[config.mk]
export PLATFORM = sky130hd
export DESIGN_NAME = triangle_primitive_assembler
export DESIGN_NICKNAME = d
export VERILOG_FILES = /design/src/tpa_pkg.sv /design/src/tpa_assembly.sv /design/src/tpa_emitter.sv /design/src/triangle_primitive_assembler.sv
export SDC_FILE = /design/constraint.sdc
export NUM_CORES = 2
export LEC_CHECK = 0
export BUFFER_PORTS_ARGS = -buffer_cell sky130_fd_sc_hd__buf_4
export CORE_MARGIN = 8
export CORE_UTILIZATION = 60
export DETAILED_ROUTE_END_ITERATION = 16
export PLACE_DENSITY_LB_ADDON = 0.08
export RECOVER_POWER = 25
export SLEW_MARGIN = 20
export SYNTH_ARGS = -nofsm -noshare
export SYNTH_HDL_FRONTEND = slang
export SYNTH_SLANG_ARGS = --single-unit
[constraint.sdc]
create_clock -name clk -period 34.8 [get_ports clk]
set_input_delay 1.74 -clock clk [delete_from_list [all_inputs] [get_ports clk]]
set_output_delay 1.74 -clock clk [all_outputs]
set_load 0.01 [all_outputs]
[src/tpa_pkg.sv]
// Shared types and constants for the triangle primitive assembler.
`default_nettype none
package tpa_pkg;
	localparam int unsigned TriNumberBits = 24;
	localparam int unsigned PosBits = 32;

	typedef logic [PosBits-1:0] word_t;

	typedef struct packed {
		word_t x;
		word_t y;
		word_t z;
	} vec_t;

	typedef enum logic [1:0] {
		MODE_NONE  = 2'd0,
		MODE_LIST  = 2'd1,
		MODE_FAN   = 2'd2,
		MODE_STRIP = 2'd3
	} mode_t;

	typedef enum logic [2:0] {
		SLOT_C0  = 3'd0,
		SLOT_C1  = 3'd1,
		SLOT_C2  = 3'd2,
		SLOT_MIN = 3'd3,
		SLOT_MAX = 3'd4
	} slot_t;

	// IEEE a < b on bit patterns; NaN and signed zeros never compare
	function automatic logic fless(input word_t a, input word_t b);
		logic [PosBits-1:0] ka;
		logic [PosBits-1:0] kb;
		logic               nan;
		logic               zz;
		ka  = a[PosBits-1] ? ~a : (a | {1'b1, {(PosBits-1){1'b0}}});
		kb  = b[PosBits-1] ? ~b : (b | {1'b1, {(PosBits-1){1'b0}}});
		nan = (a[PosBits-2:0] > 31'h7F80_0000) || (b[PosBits-2:0] > 31'h7F80_0000);
		zz  = ((a | b) & 32'h7FFF_FFFF) == '0;
		return !nan && !zz && (ka < kb);
	endfunction
endpackage
`default_nettype wire

[src/tpa_assembly.sv]
// Run state, vertex history and triangle forming with bounding box.
`default_nettype none
module tpa_assembly #(
	parameter int unsigned TRI_NUMBER_BITS = tpa_pkg::TriNumberBits
) (
	input  wire                        clk,
	input  wire                        arst_n,
	input  wire                        in_take,
	input  wire  [1:0]                 mode,
	input  wire                        end_of_run,
	input  wire  tpa_pkg::vec_t        pos,
	input  wire                        tri_take,
	output logic                       tri_valid,
	output tpa_pkg::vec_t              c0,
	output tpa_pkg::vec_t              c1,
	output tpa_pkg::vec_t              c2,
	output tpa_pkg::vec_t              lo,
	output tpa_pkg::vec_t              hi,
	output logic [TRI_NUMBER_BITS-1:0] num
);
	tpa_pkg::vec_t pivot_q, older_q, newer_q;
	logic [1:0] runpos_q, runpos_d;
	logic parity_q, parity_d;
	logic [TRI_NUMBER_BITS-1:0] count_q;
	tpa_pkg::vec_t a, b;
	logic emit, swap;

	function automatic tpa_pkg::word_t bmin(input tpa_pkg::word_t p, input tpa_pkg::word_t q,
		input tpa_pkg::word_t r);
		tpa_pkg::word_t m;
		m = p;
		if (tpa_pkg::fless(q, m)) m = q;
		if (tpa_pkg::fless(r, m)) m = r;
		return m;
	endfunction

	function automatic tpa_pkg::word_t bmax(input tpa_pkg::word_t p, input tpa_pkg::word_t q,
		input tpa_pkg::word_t r);
		tpa_pkg::word_t m;
		m = p;
		if (tpa_pkg::fless(m, q)) m = q;
		if (tpa_pkg::fless(m, r)) m = r;
		return m;
	endfunction

	// pick the corners for this vertex
	always_comb begin
		emit = in_take && (mode != tpa_pkg::MODE_NONE) && (runpos_q == 2'd2);
		a    = (mode == tpa_pkg::MODE_FAN) ? pivot_q : older_q;
		b    = newer_q;
		swap = (mode == tpa_pkg::MODE_STRIP) && parity_q;
	end

	// work out the next run position and strip parity; end of run clears both
	always_comb begin
		runpos_d = runpos_q;
		parity_d = parity_q;
		if (mode != tpa_pkg::MODE_NONE) begin
			unique case (runpos_q)
				2'd0: runpos_d = 2'd1;
				2'd1: runpos_d = 2'd2;
				default: begin
					if (mode == tpa_pkg::MODE_LIST) runpos_d = 2'd0;
					if (mode == tpa_pkg::MODE_STRIP) parity_d = ~parity_q;
				end
			endcase
		end
		if (end_of_run) begin
			runpos_d = '0;
			parity_d = 1'b0;
		end
	end

	// advance run state
	always_ff @(posedge clk or negedge arst_n) begin
		if (!arst_n) begin
			pivot_q  <= '0;
			older_q  <= '0;
			newer_q  <= '0;
			runpos_q <= '0;
			parity_q <= 1'b0;
			count_q  <= '0;
		end else if (in_take) begin
			runpos_q <= runpos_d;
			parity_q <= parity_d;
			if (mode != tpa_pkg::MODE_NONE) begin
				unique case (runpos_q)
					2'd0: begin
						if (mode == tpa_pkg::MODE_FAN) pivot_q <= pos;
						else older_q <= pos;
					end
					2'd1: begin
						newer_q <= pos;
					end
					default: begin
						count_q <= count_q + 1'b1;
						if (mode != tpa_pkg::MODE_LIST) newer_q <= pos;
						if (mode == tpa_pkg::MODE_STRIP) older_q <= newer_q;
					end
				endcase
			end
		end
	end

	// hold the triangle flag until the sequencer takes it
	always_ff @(posedge clk or negedge arst_n) begin
		if (!arst_n) tri_valid <= 1'b0;
		else if (emit) tri_valid <= 1'b1;
		else if (tri_take) tri_valid <= 1'b0;
	end

	// register the triangle and its bounds
	always_ff @(posedge clk) begin
		if (emit) begin
			c0  <= a;
			c1  <= swap ? pos : b;
			c2  <= swap ? b : pos;
			num <= count_q;
			lo  <= tpa_pkg::vec_t'({bmin(a.x, b.x, pos.x), bmin(a.y, b.y, pos.y),
				bmin(a.z, b.z, pos.z)});
			hi  <= tpa_pkg::vec_t'({bmax(a.x, b.x, pos.x), bmax(a.y, b.y, pos.y),
				bmax(a.z, b.z, pos.z)});
		end
	end
endmodule
`default_nettype wire

[src/tpa_emitter.sv]
// Sequences the five results of a triangle onto the output channel.
`default_nettype none
module tpa_emitter #(
	parameter int unsigned TRI_NUMBER_BITS = tpa_pkg::TriNumberBits
) (
	input  wire                        clk,
	input  wire                        arst_n,
	input  wire                        tri_valid,
	input  wire  tpa_pkg::vec_t        c0,
	input  wire  tpa_pkg::vec_t        c1,
	input  wire  tpa_pkg::vec_t        c2,
	input  wire  tpa_pkg::vec_t        lo,
	input  wire  tpa_pkg::vec_t        hi,
	input  wire  [TRI_NUMBER_BITS-1:0] num,
	output logic                       tri_take,
	output logic                       out_valid,
	input  wire                        out_stall,
	output logic [2:0]                 slot,
	output tpa_pkg::vec_t              value,
	output logic [23:0]                triangle_number,
	output logic                       last
);
	tpa_pkg::vec_t c0_q, c1_q, c2_q, lo_q, hi_q;
	logic [TRI_NUMBER_BITS-1:0] num_q;
	logic [2:0] slot_q;
	logic done;

	// take a waiting triangle when idle or as the final result leaves
	assign done     = out_valid && !out_stall && (slot_q == tpa_pkg::SLOT_MAX);
	assign tri_take = tri_valid && (!out_valid || done);

	always_ff @(posedge clk or negedge arst_n) begin
		if (!arst_n) begin
			out_valid <= 1'b0;
			slot_q    <= tpa_pkg::SLOT_C0;
		end else if (tri_take) begin
			out_valid <= 1'b1;
			slot_q    <= tpa_pkg::SLOT_C0;
		end else if (out_valid && !out_stall) begin
			if (done) out_valid <= 1'b0;
			else slot_q <= slot_q + 3'd1;
		end
	end

	// hold the triangle
	always_ff @(posedge clk) begin
		if (tri_take) begin
			c0_q <= c0; c1_q <= c1; c2_q <= c2; lo_q <= lo; hi_q <= hi;
			num_q <= num;
		end
	end

	always_comb begin
		unique case (slot_q)
			tpa_pkg::SLOT_C0:  value = c0_q;
			tpa_pkg::SLOT_C1:  value = c1_q;
			tpa_pkg::SLOT_C2:  value = c2_q;
			tpa_pkg::SLOT_MIN: value = lo_q;
			default:           value = hi_q;
		endcase
	end

	assign slot = slot_q;
	assign last = (slot_q == tpa_pkg::SLOT_MAX);
	assign triangle_number = 24'(num_q);
endmodule
`default_nettype wire

[src/triangle_primitive_assembler.sv]
// Top level of the triangle primitive assembler.
`default_nettype none
// Takes one vertex per item and forms triangles for list, fan and strip runs; each
// triangle leaves as five results (three corners in winding order, bounds minimum,
// bounds maximum), one per cycle while the output does not stall. The triangle and
// its bounds are registered in the cycle after acceptance and wait there until the
// result sequencer takes them; with the sequencer idle the first result is offered
// once the sequencer has registered them in turn. One triangle can wait while another
// drains, so any vertex is held off only while a triangle waits that the sequencer
// cannot take; result stalls lengthen that wait.
module triangle_primitive_assembler #(
	parameter int unsigned TRI_NUMBER_BITS = tpa_pkg::TriNumberBits
) (
	input  wire         clk,
	input  wire         arst_n,
	input  wire         in_valid,
	output logic        in_stall,
	input  wire  [1:0]  mode,
	input  wire         end_of_run,
	input  wire  [31:0] pos_x,
	input  wire  [31:0] pos_y,
	input  wire  [31:0] pos_z,
	output logic        out_valid,
	input  wire         out_stall,
	output logic [2:0]  slot,
	output logic [31:0] out_x,
	output logic [31:0] out_y,
	output logic [31:0] out_z,
	output logic [23:0] triangle_number,
	output logic        last
);
	tpa_pkg::vec_t pos, c0, c1, c2, lo, hi, value;
	logic [TRI_NUMBER_BITS-1:0] num;
	logic tri_valid, tri_take, in_take;

	// stall while a triangle waits and the sequencer cannot take it
	assign in_stall = tri_valid && !tri_take;
	assign in_take  = in_valid && !in_stall;
	assign pos      = tpa_pkg::vec_t'({pos_x, pos_y, pos_z});

	tpa_assembly #(.TRI_NUMBER_BITS(TRI_NUMBER_BITS)) u_asm (
		.clk, .arst_n, .in_take, .mode, .end_of_run, .pos, .tri_take,
		.tri_valid, .c0, .c1, .c2, .lo, .hi, .num
	);

	tpa_emitter #(.TRI_NUMBER_BITS(TRI_NUMBER_BITS)) u_emit (
		.clk, .arst_n, .tri_valid, .c0, .c1, .c2, .lo, .hi, .num,
		.tri_take, .out_valid, .out_stall, .slot, .value, .triangle_number, .last
	);

	assign out_x = value.x;
	assign out_y = value.y;
	assign out_z = value.z;

	// last marks only the maximum-bound result
	a_last: assert property (@(posedge clk) disable iff (!arst_n)
		out_valid |-> (last == (slot == tpa_pkg::SLOT_MAX)))
		else $error("last flag out of step with slot");
	// a held result does not move while stalled
	a_hold: assert property (@(posedge clk) disable iff (!arst_n)
		(out_valid && out_stall) |=> (out_valid && $stable(slot)))
		else $error("stalled result changed");
	// a waiting triangle is kept until the sequencer takes it
	a_gap: assert property (@(posedge clk) disable iff (!arst_n)
		(tri_valid && in_stall) |=> tri_valid)
		else $error("pending triangle dropped");
endmodule
`default_nettype wire

Yosys cells after proc, flatten, opt, wreduce, memory -nomap -nowiden

Index checks and enable logic that the tools add are counted.

Bits in read-only memories: 0
Memories: 0
Bits in writable memories: 0
Word-level logic and storage cells: 265
Register bits after elaboration: 1328
Bits of input ports: 103
Latch bits: 0

Mux-type cells: 58
Shift operators: 0
Add/sub/neg operators: 2
$mul: 0
Divide/modulo/power cells: 0
Eq/ne operators: 13
Bitwise gates (word level): 28
Reduce and logical (&&, ||, !) cells: 90
Order comparisons: 27

Operators with widths:

| operator                                                              | count |
|---|---|
| 32-bit 2-to-1 mux                                                     | 33 |
| 96-bit 2-to-1 mux                                                     | 6 |
| 32-bit NOT                                                            | 15 |
| 31-bit > comparator, second input constant                            | 15 |
| 32-bit less-than comparator                                           | 12 |
| 96-bit case mux with 2 select lines                                   | 2 |
| 96-bit case mux with 4 select lines                                   | 1 |
| 32-bit logical NOT                                                    | 9 |
| 31-bit bitwise OR                                                     | 9 |
| 1-bit logical AND                                                     | 29 |
| 24-bit by 1-bit adder with 24-bit output, second input constant       | 1 |
| 1-bit logical NOT                                                     | 22 |
| 2-bit nonzero test                                                    | 8 |
| 4-bit AND reduction                                                   | 3 |
| 1-bit logical OR                                                      | 10 |
| 1-bit 2-to-1 mux                                                      | 9 |
| 3-bit 2-to-1 mux                                                      | 3 |
| 2-bit equality test, second input constant                            | 3 |
| 3-bit by 2-bit equality test with 1-bit output, second input constant | 2 |
| 2-bit 2-to-1 mux                                                      | 3 |
| 3-bit AND reduction                                                   | 2 |
| 5-bit AND reduction                                                   | 1 |
| 2-bit by 1-bit equality test with 1-bit output, second input constant | 2 |
| 2-bit by 1-bit != test with 1-bit output, second input constant       | 2 |
| 11 further kinds                                                      | 16 |

Logic depth before layout (Yosys ltp)

Depth in word-level cells: 18
Depth in mapped cells: 34

Hierarchy

A second synthesis with hierarchy kept.

Cell total of the unflattened synthesis: 5469
Area total of the unflattened synthesis: 66417.4 um2

By module, submodules not included:

| module                       | cells each | area each (um2) | instances |
|---|---|---|---|
| tpa_assembly                 | 4485       | 47849.6         | 1 |
| tpa_emitter                  | 982        | 18545.3         | 1 |
| triangle_primitive_assembler | 2          | 22.5            | 1 |

Worst setup path after synthesis

OpenSTA, ideal clock, no wires.

Path kind: in2reg
From: input port out_stall
To: register u_asm.tri_valid
Setup time: 185 ps
Stages: 5
Data arrival time: 26821 ps
Required time: 34615 ps
Setup slack: 7794 ps
Cell sequence: nand3b_1 > a31oi_1 > nor3b_1 > nor2b_1 > or2_2

Word-level cells in the longest chain between the ends: 12
Elaborated cells on any way between the ends: 13
Those cells by class: mux: 1; reduce/logical: 12

Ends and longest elaborated chain:

| what                                                   | RTL line                           | source |
|---|---|---|
| start: declaration                                     | triangle_primitive_assembler.sv:24 | `input wire out_stall,` |
| 1-bit logical NOT (*)                                  | tpa_emitter.sv:29                  | `assign done = out_valid && !out_stall && (slot_q == tpa_pkg::SLOT_MAX);` |
| 1-bit logical AND (*) (2 in series)                    | tpa_emitter.sv:29                  |  |
| 1-bit logical OR (*)                                   | tpa_emitter.sv:30                  | `assign tri_take = tri_valid && (!out_valid \|\| done);` |
| 1-bit logical AND (*)                                  | tpa_emitter.sv:30                  |  |
| 1-bit logical NOT (*)                                  | triangle_primitive_assembler.sv:37 | `assign in_stall = tri_valid && !tri_take;` |
| 1-bit logical AND (*)                                  | triangle_primitive_assembler.sv:37 |  |
| 1-bit logical NOT (*)                                  | triangle_primitive_assembler.sv:38 | `assign in_take = in_valid && !in_stall;` |
| 1-bit logical AND (*)                                  | triangle_primitive_assembler.sv:38 |  |
| 1-bit logical AND (*) (2 in series)                    | tpa_assembly.sv:48                 | `emit = in_take && (mode != tpa_pkg::MODE_NONE) && (runpos_q == 2'd2);` |
| net u_asm.emit                                         | tpa_assembly.sv:26                 | `logic emit, swap;` |
| 1-bit 2-to-1 mux or 2-bit nonzero test (tied branches) | n/a                                |  |
| end signal: assignment                                 | tpa_assembly.sv:107                | `if (!arst_n) tri_valid <= 1'b0;` |
| end signal: assignment                                 | tpa_assembly.sv:108                | `else if (emit) tri_valid <= 1'b1;` |
| end signal: assignment                                 | tpa_assembly.sv:109                | `else if (tri_take) tri_valid <= 1'b0;` |
| end: declaration                                       | tpa_assembly.sv:13                 | `output logic tri_valid,` |

Mark *: on every way through the listed nets, which the timed path passes. The rest lies on a longest branch.
A chain may end at the register's enable or synchronous reset.

==> flow_metrics.py <==
metrics = {
    "timing": {
        "finalClockSkew_ns": 0.02131,
        "drv_slew": 394,
        "min_period_ns": 14.68,
        "finalCritPeriodShare_pct": 42.20,
        "tightest_slew_ns": 8.801,
        "setup_violations": 0,
        "hold_viol": 0,
        "fin_tns_setup_ns": 0,
        "worst_hold_slack_ns": 0.4089,
        "fmax_mhz": 68.10,
        "slew_headroom_pct": -486.7,
        "rsz0062_at_grt": "false",
    },
    "worst_setup_path": {
        "crit_cells": 2,
        "critical-path-top-delay-family": "buffers and inverters",
        "regToRegStartpoint": "u_asm.pivot_q[63]",
        "reg2reg_slack_ns": 25.80,
        "worstPathArrival_ns": 12.63,
        "crit_slowest_cell": "clkbuf_1",
        "path_buf_inv": 2,
        "path_max_fanout": 155,
        "cp_common_cell": "clkbuf_1",
        "reg2regPathDepth": 23,
        "cpPeakStageDelay_ns": 6.43,
        "cp-end-kind": "async pin",
        "criticalPathCategory": "primary input to async pin",
        "crit_required_ns": 32.75,
        "crit_path_cell_trace": "clkbuf_1 -> clkbuf_1",
        "r2r-end": "u_asm.lo[32]",
        "critPathLaunchType": "primary input",
    },
    "synth": {
        "yosys-top-cells-area": "edfxtp_1, dfrtp_1, mux2_2",
        "synth-edff-count": 1008,
        "syn_nets": 5683,
        "synth.largest_area_cell": "edfxtp_1",
        "yosysWarnings": 0,
        "synth-seq-cells": 1328,
        "synth-adder-area-share_pct": 5.383,
        "synth.avg_cell_area_um2": 12.65,
        "synth_cell_types": 76,
        "yosysTopAreaCellShare_pct": 45.22,
        "syn_area_mm2": 0.06694,
        "synthSimpleGateAreaFrac_pct": 7.068,
        "syn_inst": 5292,
        "async_reset_ff_share_pct": 24.10,
        "synthFlopType": "edfxtp_1",
        "synthMuxAreaShare_pct": 12.72,
        "synth_most_common_cell": "edfxtp_1",
        "synth-compound-area-share_pct": 7.468,
        "ys_seq_area_share_pct": 57.18,
        "synth_top_family_by_area": "multiplexers",
        "synth_commonest_cells": "edfxtp_1, mux2i_1, nand2_1",
        "synth-xor-area-share_pct": 6.307,
    },
    "floorplan": {
        "fp.dieArea_mm2": 0.1225,
        "core_area_mm2": 0.1107,
        "ioPinCount": 229,
        "fp.dieH_um": 350.0,
        "die_w_um": 350.0,
        "initial_core_util_pct": 60.48,
        "row_count": 122,
    },
    "clocking": {
        "clkLatencyLatePin_ns": 0.76,
        "path_clk_slew_ns": 0.06,
        "cts_tree": "yes",
        "htreeDepth": 4,
        "postCtsHoldBufs": 0,
        "numCtsBuffers": 140,
        "cts_buffer_depth": 3,
        "cts_setup_buffers": 0,
        "ctsResizeCount": 0,
        "cts_sinks": 1328,
        "cts_root_buf": "clkbuf_16",
    },
    "route": {
        "routed_via_density": 6.157,
        "drc": 0,
        "wire_per_inst_um": 25.54,
        "drtPass1Iterations": 6,
        "dr.first_iter.drc_count": 3529,
        "ant_nets": 0,
        "vias": 42636,
        "drt_wl_total_mm": 176.9,
    },
    "grt": {
        "gr-total-overflow": 0,
        "antenna_found_initial": 10,
        "met3_usage_pct": 5.109,
        "grt_pass1_vias": 42886,
        "busiest_layer": "met2",
        "grt_use_total_pct": 28.52,
        "met1_usage_pct": 39.90,
        "met2_usage_pct": 45.92,
        "grt_pass1_wl_mm": 267.8,
        "grt_max_degree": 168,
    },
    "place": {
        "dpl.hpwl_mm": 115.9,
        "port_buffers": 228,
        "gp_congestion": 0.8994,
    },
    "final_layout": {
        "area_delta_synth_final_pct": 10.61,
        "drive_gt1_share_pct": 16.89,
        "nets": 5702,
    },
    "worst_hold_path": {
        "hp-class": "flop to flop",
        "whs_path_depth": 0,
        "holdPathEnd": "u_emit.c2_q[17]",
        "hp-start": "u_asm.c2[17]",
    },
    "status": {
        "failed_checks": "capacitance limit, slew limit",
        "status": "complete, but fails checks",
    },
    "flow_run": {
        "cap_violations": 5,
    },
}
==> cells in the final DEF, fill, tap and decap left out, drive strengths merged, types with 87 or more instances in the layout <==
cell	synthesis	routed
a22oi	193	193
nand4	87	87
mux2i	420	420
xor2	250	250
clkbuf	242	196
nor4	89	89
xnor2	232	232
inv	211	221
mux2	381	381
nand2	400	400
buf	168	283
nor2	167	167
a21oi	191	191
edfxtp	1008	1008
o21a	101	101
o21ai	154	154
dfrtp	320	320
nand3	140	140
ha	288	288
==> worst max-delay path by stage <==
stage	to	slack, ns	start
after CTS	u_asm.lo[64]	24.02	mode[1]
after global placement	u_asm.lo[64]	23.45	mode[1]
final	u_asm.b[95]	20.12	arst_n
after global routing	u_asm.b[95]	17.74	arst_n
after floorplan	u_asm.tri_valid	7.79	out_stall
after detailed placement	u_asm.lo[64]	23.26	mode[1]
==> through the flow <==
step | cells | cell area (um^2) | setup WS [ns] | util, %
global route | 6919 | 74020 | 17.74 | 66.89
global placement | 6657 | 69420 | 23.45 | 62.73
detailed placement | 6657 | 69420 | 23.26 | 62.73
finish | 6925 | 74040 | 20.12 | 66.90
CTS | 6917 | 74080 | 24.02 | 66.94
floorplan | 5292 | 66940 | 7.794 | -
==> final cells by class <==
class                   instances  area, um^2
flip-flops and latches       1328       38280
clock buffers                 192        3901
multi-input cells            3343       26270
clock inverters                68       758.2
well taps                    1488        1862
inverters                     211       799.5
fillers                      8199       36630
repair buffers                287        2152
diodes                          8       20.02
==> kinds of logic (layout without fill, tap and decap cells) <==
family / count (synthesis) / count (layout)
AOI/OAI and AO/OA: 769 / 769
xor gates and xnor gates: 482 / 482
adders and majority gates: 288 / 288
buffers and inverters: 621 / 758
DFF: 1328 / 1328
muxes: 801 / 801
other: 0 / 8
and+or+nand+nor: 1003 / 1003
==> per-layer routing <==
metal / vias to the layer above / routed length [um] / share of wire (%)
met4: 4 / 4592 / 2.6
met1: 21368 / 76110 / 43
met3: 295 / 12900 / 7.3
met5: - / 26 / 0.015
met2: 1571 / 83240 / 47
li1: 19398 / - / -
Power is left out: the tool's default activity adds up to more than one toggle a clock period on the data nets, which glitch-free logic cannot reach.
